===== src/hdl/jdc_pkg.sv =====
// Shared types and constants of the Julian date to civil date and time converter.
package jdc_pkg;

   // Field widths of one transaction
   localparam int DAY_BITS      = 26;
   localparam int FRACTION_BITS = 32;
   localparam int YEAR_BITS     = 19;
   localparam int SEC_BITS      = 22;
   localparam int SEC_FRAC_BITS = 16;

   // Register stages from an accepted transaction to its result
   localparam int PIPE_DEPTH = 10;

   typedef struct packed {
      logic [DAY_BITS-1:0]      jd_days;
      logic [FRACTION_BITS-1:0] jd_fraction;
   } jdc_req_type;

   typedef struct packed {
      logic signed [YEAR_BITS-1:0] year;
      logic [3:0]                  month;
      logic [4:0]                  day_of_month;
      logic [4:0]                  hour;
      logic [5:0]                  minute;
      logic [SEC_BITS-1:0]         seconds_scaled;
      logic                        status;
   } jdc_rsp_type;

   // Calendar half of a result
   typedef struct packed {
      logic signed [YEAR_BITS-1:0] year;
      logic [3:0]                  month;
      logic [4:0]                  day_of_month;
      logic                        status;
   } jdc_date_type;

   // Time-of-day half of a result
   typedef struct packed {
      logic [4:0]          hour;
      logic [5:0]          minute;
      logic [SEC_BITS-1:0] seconds_scaled;
   } jdc_time_type;

endpackage


===== src/hdl/jdc_date_pipe.sv =====
// Calendar pipeline: day count to Gregorian year, month and day in PIPE_DEPTH stages.
module jdc_date_pipe import jdc_pkg::*; (
   input  logic                clock,
   input  logic [DAY_BITS-1:0] days,
   input  logic                carry,
   output jdc_date_type        date
);

   localparam int J_BITS       = DAY_BITS + 1;
   localparam int JD_OFFSET    = 32044;
   localparam int DAYS_400Y    = 146097;
   localparam int DAYS_100Y    = 36524;
   localparam int DAYS_4Y      = 1461;
   localparam int DAYS_1Y      = 365;
   localparam int YEAR_OFFSET  = 4800;
   localparam int RECIP_400Y   = (1 << J_BITS) / DAYS_400Y;
   localparam int R400_BITS    = 10;
   localparam int P1_BITS      = J_BITS + R400_BITS;
   localparam int DC_BITS      = 16;
   localparam int RECIP_4Y     = (1 << DC_BITS) / DAYS_4Y;
   localparam int P2_BITS      = DC_BITS + 6;
   localparam int YB_BITS      = YEAR_BITS;

   // Day of the March-based year on which each month starts
   localparam logic [8:0] MONTH_START [12] =
      '{9'd0, 9'd31, 9'd61, 9'd92, 9'd122, 9'd153,
        9'd184, 9'd214, 9'd245, 9'd275, 9'd306, 9'd337};

   // Stage registers
   logic [J_BITS-1:0]    j_ff, j_in;
   logic [J_BITS-1:0]    j2_ff;
   logic [P1_BITS-1:0]   p1_ff, p1_in;
   logic [9:0]           g0_ff, g0_in;
   logic [18:0]          r0_ff, r0_in;
   logic [8:0]           g4_ff, g4_in;
   logic [17:0]          dg_ff, dg_in;
   logic [8:0]           g5_ff, g6_ff, g7_ff, g8_ff;
   logic [1:0]           c5_ff, c5_in;
   logic [1:0]           c6_ff, c7_ff, c8_ff;
   logic [DC_BITS-1:0]   dc_ff, dc_in;
   logic [DC_BITS-1:0]   dc6_ff;
   logic [P2_BITS-1:0]   p2_ff, p2_in;
   logic [5:0]           b0_ff, b0_in;
   logic [11:0]          rb_ff, rb_in;
   logic [4:0]           b_ff, b_in;
   logic [10:0]          db_ff, db_in;
   logic [8:0]           da_ff, da_in;
   logic [YB_BITS-1:0]   yb_ff, yb_in;
   jdc_date_type         date_ff, date_in;

   // Working values
   logic [J_BITS-1:0]    g0_days;
   logic [1:0]           a_sel;
   logic [3:0]           m;
   logic [8:0]           d;
   logic signed [YB_BITS:0] year_full;

   // Shift by the epoch and carry in the half-day wrap
   always_comb begin
      j_in = J_BITS'(days) + J_BITS'(carry) + J_BITS'(JD_OFFSET);
   end

   // Estimate the 400-year cycle count by reciprocal
   always_comb begin
      p1_in = P1_BITS'(j_ff) * P1_BITS'(RECIP_400Y);
   end

   // Form the remainder of the estimate
   always_comb begin
      g0_in   = p1_ff[P1_BITS-1:J_BITS];
      g0_days = J_BITS'(P1_BITS'(g0_in) * P1_BITS'(DAYS_400Y));
      r0_in   = 19'(j2_ff - g0_days);
   end

   // Correct the estimate by one where the remainder overshoots
   always_comb begin
      if (r0_ff >= 19'(DAYS_400Y)) begin
         g4_in = 9'(g0_ff + 10'd1);
         dg_in = 18'(r0_ff - 19'(DAYS_400Y));
      end else begin
         g4_in = 9'(g0_ff);
         dg_in = 18'(r0_ff);
      end
   end

   // Split the 400-year cycle into centuries, the last one long
   always_comb begin
      c5_in = 2'(dg_ff >= 18'(DAYS_100Y)) + 2'(dg_ff >= 18'(2 * DAYS_100Y))
            + 2'(dg_ff >= 18'(3 * DAYS_100Y));
      case (c5_in)
         2'd0:    dc_in = DC_BITS'(dg_ff);
         2'd1:    dc_in = DC_BITS'(dg_ff - 18'(DAYS_100Y));
         2'd2:    dc_in = DC_BITS'(dg_ff - 18'(2 * DAYS_100Y));
         default: dc_in = DC_BITS'(dg_ff - 18'(3 * DAYS_100Y));
      endcase
   end

   // Estimate the 4-year cycle count by reciprocal
   always_comb begin
      p2_in = P2_BITS'(dc_ff) * P2_BITS'(RECIP_4Y);
   end

   always_comb begin
      b0_in = p2_ff[P2_BITS-1:DC_BITS];
      rb_in = 12'(dc6_ff - DC_BITS'(DC_BITS'(b0_in) * DC_BITS'(DAYS_4Y)));
   end

   always_comb begin
      if (rb_ff >= 12'(DAYS_4Y)) begin
         b_in  = 5'(b0_ff + 6'd1);
         db_in = 11'(rb_ff - 12'(DAYS_4Y));
      end else begin
         b_in  = 5'(b0_ff);
         db_in = 11'(rb_ff);
      end
   end

   // Split the 4-year cycle into years and sum the year count
   always_comb begin
      a_sel = 2'(db_ff >= 11'(DAYS_1Y)) + 2'(db_ff >= 11'(2 * DAYS_1Y))
            + 2'(db_ff >= 11'(3 * DAYS_1Y));
      case (a_sel)
         2'd0:    da_in = 9'(db_ff);
         2'd1:    da_in = 9'(db_ff - 11'(DAYS_1Y));
         2'd2:    da_in = 9'(db_ff - 11'(2 * DAYS_1Y));
         default: da_in = 9'(db_ff - 11'(3 * DAYS_1Y));
      endcase
      yb_in = YB_BITS'(YB_BITS'(g8_ff) * YB_BITS'(400)) + YB_BITS'(YB_BITS'(c8_ff) * YB_BITS'(100))
            + YB_BITS'({b_ff, 2'b00}) + YB_BITS'(a_sel);
   end

   // Find the month from the day of the March-based year
   always_comb begin
      case (da_ff) inside
         [9'd0:9'd30]:    m = 4'd0;
         [9'd31:9'd60]:   m = 4'd1;
         [9'd61:9'd91]:   m = 4'd2;
         [9'd92:9'd121]:  m = 4'd3;
         [9'd122:9'd152]: m = 4'd4;
         [9'd153:9'd183]: m = 4'd5;
         [9'd184:9'd213]: m = 4'd6;
         [9'd214:9'd244]: m = 4'd7;
         [9'd245:9'd274]: m = 4'd8;
         [9'd275:9'd305]: m = 4'd9;
         [9'd306:9'd336]: m = 4'd10;
         [9'd337:9'd365]: m = 4'd11;
         default:         m = 4'd0;
      endcase
      d = da_ff - MONTH_START[m];
      // January and February belong to the next civil year
      year_full = $signed({1'b0, yb_ff}) - (YB_BITS+1)'(YEAR_OFFSET)
                + $signed((YB_BITS+1)'(m >= 4'd10));
      date_in.year         = year_full[YB_BITS-1:0];
      date_in.month        = (m >= 4'd10) ? 4'(m - 4'd9) : 4'(m + 4'd3);
      date_in.day_of_month = 5'(d + 9'd1);
      date_in.status       = year_full[YB_BITS] || (year_full == '0);
   end

   // Advance every stage on each cycle
   always_ff @(posedge clock) begin
      j_ff    <= j_in;
      p1_ff   <= p1_in;
      j2_ff   <= j_ff;
      g0_ff   <= g0_in;
      r0_ff   <= r0_in;
      g4_ff   <= g4_in;
      dg_ff   <= dg_in;
      g5_ff   <= g4_ff;
      c5_ff   <= c5_in;
      dc_ff   <= dc_in;
      g6_ff   <= g5_ff;
      c6_ff   <= c5_ff;
      dc6_ff  <= dc_ff;
      p2_ff   <= p2_in;
      g7_ff   <= g6_ff;
      c7_ff   <= c6_ff;
      b0_ff   <= b0_in;
      rb_ff   <= rb_in;
      g8_ff   <= g7_ff;
      c8_ff   <= c7_ff;
      b_ff    <= b_in;
      db_ff   <= db_in;
      da_ff   <= da_in;
      yb_ff   <= yb_in;
      date_ff <= date_in;
   end

   assign date = date_ff;

endmodule


===== src/hdl/jdc_time_pipe.sv =====
// Time-of-day pipeline: day fraction to hour, minute and scaled seconds.
module jdc_time_pipe import jdc_pkg::*; (
   input  logic                     clock,
   input  logic [FRACTION_BITS-1:0] tod,
   output jdc_time_type             tod_out
);

   localparam int T24_BITS    = FRACTION_BITS + 5;
   localparam int T60_BITS    = FRACTION_BITS + 6;
   localparam int TIME_DELAY  = PIPE_DEPTH - 3;

   logic [T24_BITS-1:0] t24_ff, t24_in;
   logic [T60_BITS-1:0] t60_ff, t60_in;
   logic [T60_BITS-1:0] s60_ff, s60_in;
   logic [4:0]          hour2_ff, hour3_ff;
   logic [5:0]          minute_ff;
   jdc_time_type        stage3;
   jdc_time_type        dly_ff [TIME_DELAY];

   // Scale the fraction by hours, then minutes, then seconds
   always_comb begin
      t24_in = T24_BITS'(tod) * T24_BITS'(24);
      t60_in = T60_BITS'(t24_ff[FRACTION_BITS-1:0]) * T60_BITS'(60);
      s60_in = T60_BITS'(t60_ff[FRACTION_BITS-1:0]) * T60_BITS'(60);
   end

   always_comb begin
      stage3.hour           = hour3_ff;
      stage3.minute         = minute_ff;
      stage3.seconds_scaled = s60_ff[T60_BITS-1:FRACTION_BITS-SEC_FRAC_BITS];
   end

   // Advance the stages and hold results level with the calendar side
   always_ff @(posedge clock) begin
      t24_ff    <= t24_in;
      t60_ff    <= t60_in;
      hour2_ff  <= t24_ff[T24_BITS-1:FRACTION_BITS];
      s60_ff    <= s60_in;
      minute_ff <= t60_ff[T60_BITS-1:FRACTION_BITS];
      hour3_ff  <= hour2_ff;
      dly_ff[0] <= stage3;
      for (int i = 1; i < TIME_DELAY; i++) begin
         dly_ff[i] <= dly_ff[i-1];
      end
   end

   assign tod_out = dly_ff[TIME_DELAY-1];

endmodule


===== src/hdl/julian_date_to_civil_date_time_top.sv =====
// Top level of the Julian date to civil date and time converter.
//
//   channel   ports                        handshake
//   request   start, busy, req_data        taken when start high and busy low
//   response  rsp_strobe, rsp_data         one cycle per result, never held off
//
// Each transaction passes through every pipeline stage before its result appears, one
// transaction per cycle; the depth is set by the two reciprocal divisions of
// the calendar pipeline, each a multiply, a remainder and a correction stage.
// busy stays low: every stage advances on every cycle.
// Synchronous reset drops all transactions in flight; payload registers keep no reset.
module julian_date_to_civil_date_time_top import jdc_pkg::*; (
   input  logic        clock,
   input  logic        reset,
   input  logic        start,
   output logic        busy,
   input  jdc_req_type req_data,
   output logic        rsp_strobe,
   output jdc_rsp_type rsp_data
);

   logic [PIPE_DEPTH-1:0]    valid_ff, valid_in;
   logic                     carry;
   logic [FRACTION_BITS-1:0] tod;
   jdc_date_type             date;
   jdc_time_type             tod_out;

   // Add half a day: the top fraction bit flips and carries into the day count
   assign carry = req_data.jd_fraction[FRACTION_BITS-1];
   assign tod   = {~req_data.jd_fraction[FRACTION_BITS-1],
                   req_data.jd_fraction[FRACTION_BITS-2:0]};

   jdc_date_pipe u_date (
      .clock (clock),
      .days  (req_data.jd_days),
      .carry (carry),
      .date  (date)
   );

   jdc_time_pipe u_time (
      .clock   (clock),
      .tod     (tod),
      .tod_out (tod_out)
   );

   // Carry a valid bit alongside each transaction
   assign valid_in = {valid_ff[PIPE_DEPTH-2:0], start & ~busy};

   always_ff @(posedge clock) begin
      if (reset) begin
         valid_ff <= '0;
      end else begin
         valid_ff <= valid_in;
      end
   end

   assign busy       = 1'b0;
   assign rsp_strobe = valid_ff[PIPE_DEPTH-1];

   always_comb begin
      rsp_data.year           = date.year;
      rsp_data.month          = date.month;
      rsp_data.day_of_month   = date.day_of_month;
      rsp_data.hour           = tod_out.hour;
      rsp_data.minute         = tod_out.minute;
      rsp_data.seconds_scaled = tod_out.seconds_scaled;
      rsp_data.status         = date.status;
   end

endmodule


===== config.mk =====
export PLATFORM = sky130hd
export DESIGN_NAME = julian_date_to_civil_date_time_top
export DESIGN_NICKNAME = d
export VERILOG_FILES = /design/src/hdl/jdc_pkg.sv /design/src/hdl/jdc_date_pipe.sv /design/src/hdl/jdc_time_pipe.sv /design/src/hdl/julian_date_to_civil_date_time_top.sv
export SDC_FILE = /design/constraint.sdc
export NUM_CORES = 2
export LEC_CHECK = 0
export BUFFER_PORTS_ARGS = -buffer_cell sky130_fd_sc_hd__buf_2
export CAP_MARGIN = 15
export CORE_MARGIN = 2
export CORE_UTILIZATION = 30
export CTS_BUF_LIST = sky130_fd_sc_hd__clkbuf_8 sky130_fd_sc_hd__clkbuf_16
export CTS_CLUSTER_DIAMETER = 50
export DETAILED_ROUTE_END_ITERATION = 8
export PLACE_DENSITY = 0.46
export SLEW_MARGIN = 20
export SYNTH_ARGS = -nofsm -noshare
export SYNTH_HDL_FRONTEND = slang
export SYNTH_HIERARCHICAL = 1
export SYNTH_SLANG_ARGS = --single-unit

===== constraint.sdc =====
create_clock -name clock -period 12.45 [get_ports clock]
set_clock_uncertainty 0.2 [all_clocks]
set_input_delay 1.8675 -clock clock [delete_from_list [all_inputs] [get_ports clock]]
set_output_delay 1.8675 -clock clock [all_outputs]
set_load 0.01 [all_outputs]

After elaboration in Yosys (flattened, before gate mapping)
Memories as Yosys holds them, arrays and structs flattened.
Index checks and enable logic that the tools add are counted.
{"block": "word_totals", "ff_bits": 451, "ramBits": 231, "rom_bits": 144, "input_bits": 61, "output_inout_bits": 64, "wordCells": 150, "mem_count": 2}
{"memory": "u_time.dly_ff", "words": 7, "width": 33, "read_ports": 7, "rd_ports_with_merged_regs": 0, "write_ports": 7, "line": "jdc_time_pipe.sv:18", "source": "jdc_time_type dly_ff [TIME_DELAY];"}
{"memory": "(name not given)", "words": 16, "width": 9, "read_ports": 1, "rd_ports_with_merged_regs": 0, "write_ports": 0, "line": "jdc_date_pipe.sv:149", "source": "d = da_ff - MONTH_START[m];"}
{"block": "op_classes", "addsub": 27, "multipliers": 9, "n_lt_le_gt_ge": 34, "n_eq_ne": 4, "mux": 21, "bitwise": 2, "n_reduce_logical": 16}
{"cell": "$mux 4", "count": 13}
{"cell": "$pmux 16 s3", "count": 1}
{"cell": "$ge 18x17->1 const B", "count": 2}
{"cell": "$ge 9x8->1 const B", "count": 4}
{"cell": "$le 9x8->1 const B", "count": 4}
{"cell": "$le 9x9->1 const B", "count": 4}
{"cell": "$mul 27x9->36 const B", "count": 1}
{"cell": "$mul 30x4->34 const B", "count": 1}
{"cell": "$mul 32x2->34 const B", "count": 1}
{"cell": "$mul 29x4->33 const B", "count": 1}
{"cell": "$sub 16x16->16 const B", "count": 2}
{"cell": "$add 26x1->27", "count": 1}
{"cell": "$add 27x15->27 const B", "count": 1}
{"cell": "$ge 9x9->1 const B", "count": 3}
{"cell": "$pmux 9 s3", "count": 1}
{"cell": "$add 20x2->20", "count": 1}
{"cell": "$logic_not 20->1", "count": 1}
{"cell": "$mul 16x4->20 const B", "count": 1}
{"cell": "$sub 19x13->20 const B", "count": 1}
{"cell": "$add 18x9->19", "count": 1}
{"cell": "$add 19x2->19", "count": 1}
{"cell": "$add 19x7->19", "count": 1}
{"cell": "$ge 19x18->1 const B", "count": 1}
{"cell": "$mul 10x18->19 const B", "count": 1}
{"cell": "other kinds (43)", "count": 64}

Longest topological paths before layout
{"block": "depth", "depth_word": 20, "ltp_mapped": 22}

Hierarchy
The synthesis kept the hierarchy.
{"module": "jdc_date_pipe", "n_inst": 1, "cells_each": 1857, "area_each_um2": 19272.2, "seq_area_each_um2": 5585.4}
{"module": "jdc_time_pipe", "n_inst": 1, "cells_each": 1219, "area_each_um2": 13933.4, "seq_area_each_um2": 6726.5}
{"module": "julian_date_to_civil_date_time_top", "n_inst": 1, "cells_each": 23, "area_each_um2": 277.8, "seq_area_each_um2": 200.2}

Worst setup path before layout
No wires, ideal clock.
{"block": "synth_timing", "kind": "flip-flop to flip-flop", "from": "register u_date.j_ff[16]", "to": "register u_date.p1_ff[35]", "setup_time_ns": 0.072, "arrival_time_ns": 4.465, "path_slack_ns": 7.713, "path_stages_with_launch": 15, "synth_period_minus_slack_ns": 4.737, "path_cell_list": "dfxtp_1 > fa_1 > fa_1 > fa_1 > fa_1 > ha_1 > and4_1 > nand4_1 > or3_1 > nand4_1 > nor2_1 > o21ai_0 > a41oi_1 > a21boi_0 > xor2_1"}
{"block": "synth_between", "elab_chain_len": 1}
{"element": "from (decl)", "line": "jdc_date_pipe.sv:30", "source": "logic [J_BITS-1:0] j_ff, j_in;"}
{"element": "from (signal assigned)", "line": "jdc_date_pipe.sv:161", "source": "j_ff <= j_in;"}
{"element": "$mul 27x9->36", "line": "jdc_date_pipe.sv:65", "source": "p1_in = P1_BITS'(j_ff) * P1_BITS'(RECIP_400Y);"}
{"element": "via u_date.p1_in[35]", "line": "jdc_date_pipe.sv:32", "source": "logic [P1_BITS-1:0] p1_ff, p1_in;"}
{"element": "to (signal assigned)", "line": "jdc_date_pipe.sv:162", "source": "p1_ff <= p1_in;"}
{"element": "to (decl)", "line": "jdc_date_pipe.sv:32"}
The timed path passes the listed nets, and every way through them passes these cells.
A chain may end at the register's enable or synchronous reset.

Worst setup path in the final report
{"block": "layout_timing", "from": "register u_date.j_ff[15]", "to": "register u_date.p1_ff[35]"}
Same word-level chain as after synthesis.

==> metrics.txt <==
H-tree Lvls=3; register area share after synthesis=37.4%; YS warnings=6; crit path from=u_date/j_ff[15]; crit-path most repeated cell=fa_1; WL met1=between 20000 and 30000 microns; Yosys cell types=81; Synth Instances=3099; Final Cell Area=38900 sq um; GPL Wtd Cong=between 0.8 and 0.9; pin count of the biggest net entering global routing=22; largest cells by area after synthesis=dfxtp_1 37%, fa_1 18%, ha_1 15%; share of the synthesized area in the top cell type=37.4%; Final ANT Viol Nets=0; Mapped Avg Cell Area=10.8 sq um; Vert. Die Dim=338 microns; crit path launch type=flip-flop; drt wl/cell=12.7 microns; Worst-Skew Late Latency=640 ps; crit path max-delay cell type=dfxtp_1; Synth Area in Compound Gates=about a tenth; IO Pins=125; Max Used Layer=met5; largest family of logic cells by synthesized area=adder cells; setup_tns=0 ps; Die Area=114000 sq um; CTS resizes=0; Min-Delay Path Class=reg2reg; Post-Synth Adder-Cell Area=33.0%; CTS Buf Count=86; CP Capture Type=flip-flop; fin. max-slew vios=0; Core Area=111000 sq um; Critical Path End=u_date/p1_ff[35]; TritonCTS clock tree=built; Clock Sinks=625; Post-CTS Hold Fix Bufs=0; Final HPWL DP=49800 microns; IO Port Bufs=123; Synth Register Bits=625; Final period util=41.7%; Multi-input gate area=19000 sq um; DR pass1 iterations=5; async set-reset flop share out of synthesis=0%; Fin. Hold Viols=0; Top FF cell, synth=dfxtp_1; standard-cell row count=122; antenna violations before repair=4; largest stage delay on the critical path=610 ps; flop-to-flop setup slack=7260 ps; Post-synth EDFFs=0; first-pass GRT wire length=roughly 100000 microns; initial core utilization=between 30% and 40%; max-cap viol count=0; Net count, final=4050; number of fill cells in the layout=11113; via count=just over 20000; Synth area leader=dfxtp_1; post-synthesis simple-gate area fraction=7.28%; Clk Tree Root Cell=clkbuf_16; area growth from synthesis to layout=16.1%; Mapped Area=33500 sq um; post-synthesis mux area share=0.0635%; RR Startpoint=u_date/j_ff[15]; RSZ-0062 raised after global routing=no; Req. time, crit path=12810 ps; crit path max fanout=7; clock buffer depth=3; DR iter-0 viols=728; Detail Route met2 WL=roughly 28000 microns; crit path DAT=5560 ps; Setup Fix Bufs, Post-CTS=0; Clock Pin Slew Worst Setup and Hold Paths=50 ps; most common library cells after synthesis=625 x dfxtp_1, 482 x inv_1, 413 x ha_1; highest clock rate=193 MHz; Congestion Overflow GR=0; post-synthesis xor/xnor area fraction=under 10%; Final setup viols=0; most frequent cell after synthesis=dfxtp_1; Least-Margin Pin Slew=698 ps; dpl cell area=between 30000 and 40000 sq um; reg2reg path depth=14; DRC violations left=0; vias per inst=4.22; critical path class=reg2reg; DP Worst Slack=7210 ps; Total GRT Usage=11.2%; Syn Nets=a little under 4000; status=finished, final reports clean; Final min period=5190 ps; setup ws final=7260 ps; RR Endpoint=u_date/p1_ff[35]; relative slew slack=53.4%; WL met3=about 2500 microns; CP Cell Sequence=fa_1 > fa_1 > fa_1 > fa_1 > ha_1 > and4_1 > nand4_1 > or3_1 > nand4_1 > nor2_1 > o21ai_0 > a41oi_1 > a21boi_0 > xor2_1; die width=338 microns; fraction of layout cells with a size suffix above 1=8.87%; vias in the first global route=21413; register area=12500 sq um; final wirelength=61400 microns
-- sequential cells by signal, indices dropped and copies added, names as in the netlist, 18 cells and up --
signal,cells
u_time/dly_ff,231
u_time/t24_ff,34
u_time/t60_ff,33
u_date/date,29
u_date/j_ff,27
u_time/s60_ff,22
u_date/j2_ff,19
u_date/r0_ff,19
u_date/yb_ff,19
u_date/dg_ff,18
-- layer usage --
metal  global-route usage, %  up-vias
met1                    14.1     9472
met2                    18.6      269
met4                    4.08        2
met5                       0        -
met3                    2.59      108
li1                        -    10582
-- area by class of cell --
class | count | area share [%]
clock buffers | 95 | 5.88
clock inverters | 58 | 1.90
flip-flops and latches | 625 | 32.2
well taps | 1488 | 4.79
diodes | 1 | 0.00644
repair buffers | 125 | 1.62
multi-input cells | 1963 | 49.0
inverters | 482 | 4.65
-- cell usage in the layout (no fill, tap or decap), types with 84 or more instances in the layout --
master / instances
xor2_1: 89
inv_1: 491
ha_1: 413
o21ai_0: 84
clkbuf_16: 87
a21oi_1: 146
xnor2_1: 171
buf_2: 123
nand2_1: 122
nor2_1: 146
fa_1: 293
dfxtp_1: 625
-- through the flow --
stage	instances	util [%]	hold WS, ps
floorplan	3099	-	110
global placement	4683	32.4	110
detailed placement	4683	32.4	112
CTS	4836	35.1	116
global route	4836	35.1	117
finish	4837	35.1	118
-- critical path: cells and delay by family, from the launching register on --
kind,cells,cell delay (ps)
fa+ha+maj,5,2360
simple gates,5,990
compound gates,3,810
flops,1,610
xor+xnor,1,150
-- logic make-up after synthesis --
logic type,after synthesis
xor gates and xnor gates,260
adders and majority gates,706
DFF,625
and+or+nand+nor,503
muxes,2
AOI/OAI and AO/OA,491
other,1
buffers and inverters,511
-- how the worst min path moves through the flow --
stage / start / to / slack [ps] / cells after the start
after floorplan: u_date/c5_ff[0] / u_date/c6_ff[0] / 110 / 0
after global placement: u_time/dly_ff[1][29] / u_time/dly_ff[2][29] / 110 / 0
after detailed placement: u_date/c6_ff[0] / u_date/c7_ff[0] / 110 / 0
after CTS: u_time/dly_ff[4][25] / u_time/dly_ff[5][25] / 120 / 0
after global routing: u_time/dly_ff[4][26] / u_time/dly_ff[5][26] / 120 / 0
final: u_time/dly_ff[5][30] / u_time/dly_ff[6][30] / 120 / 0
Power is not shown: default switching activity piles up to over one toggle a cycle in this logic, so the estimate is an artifact.
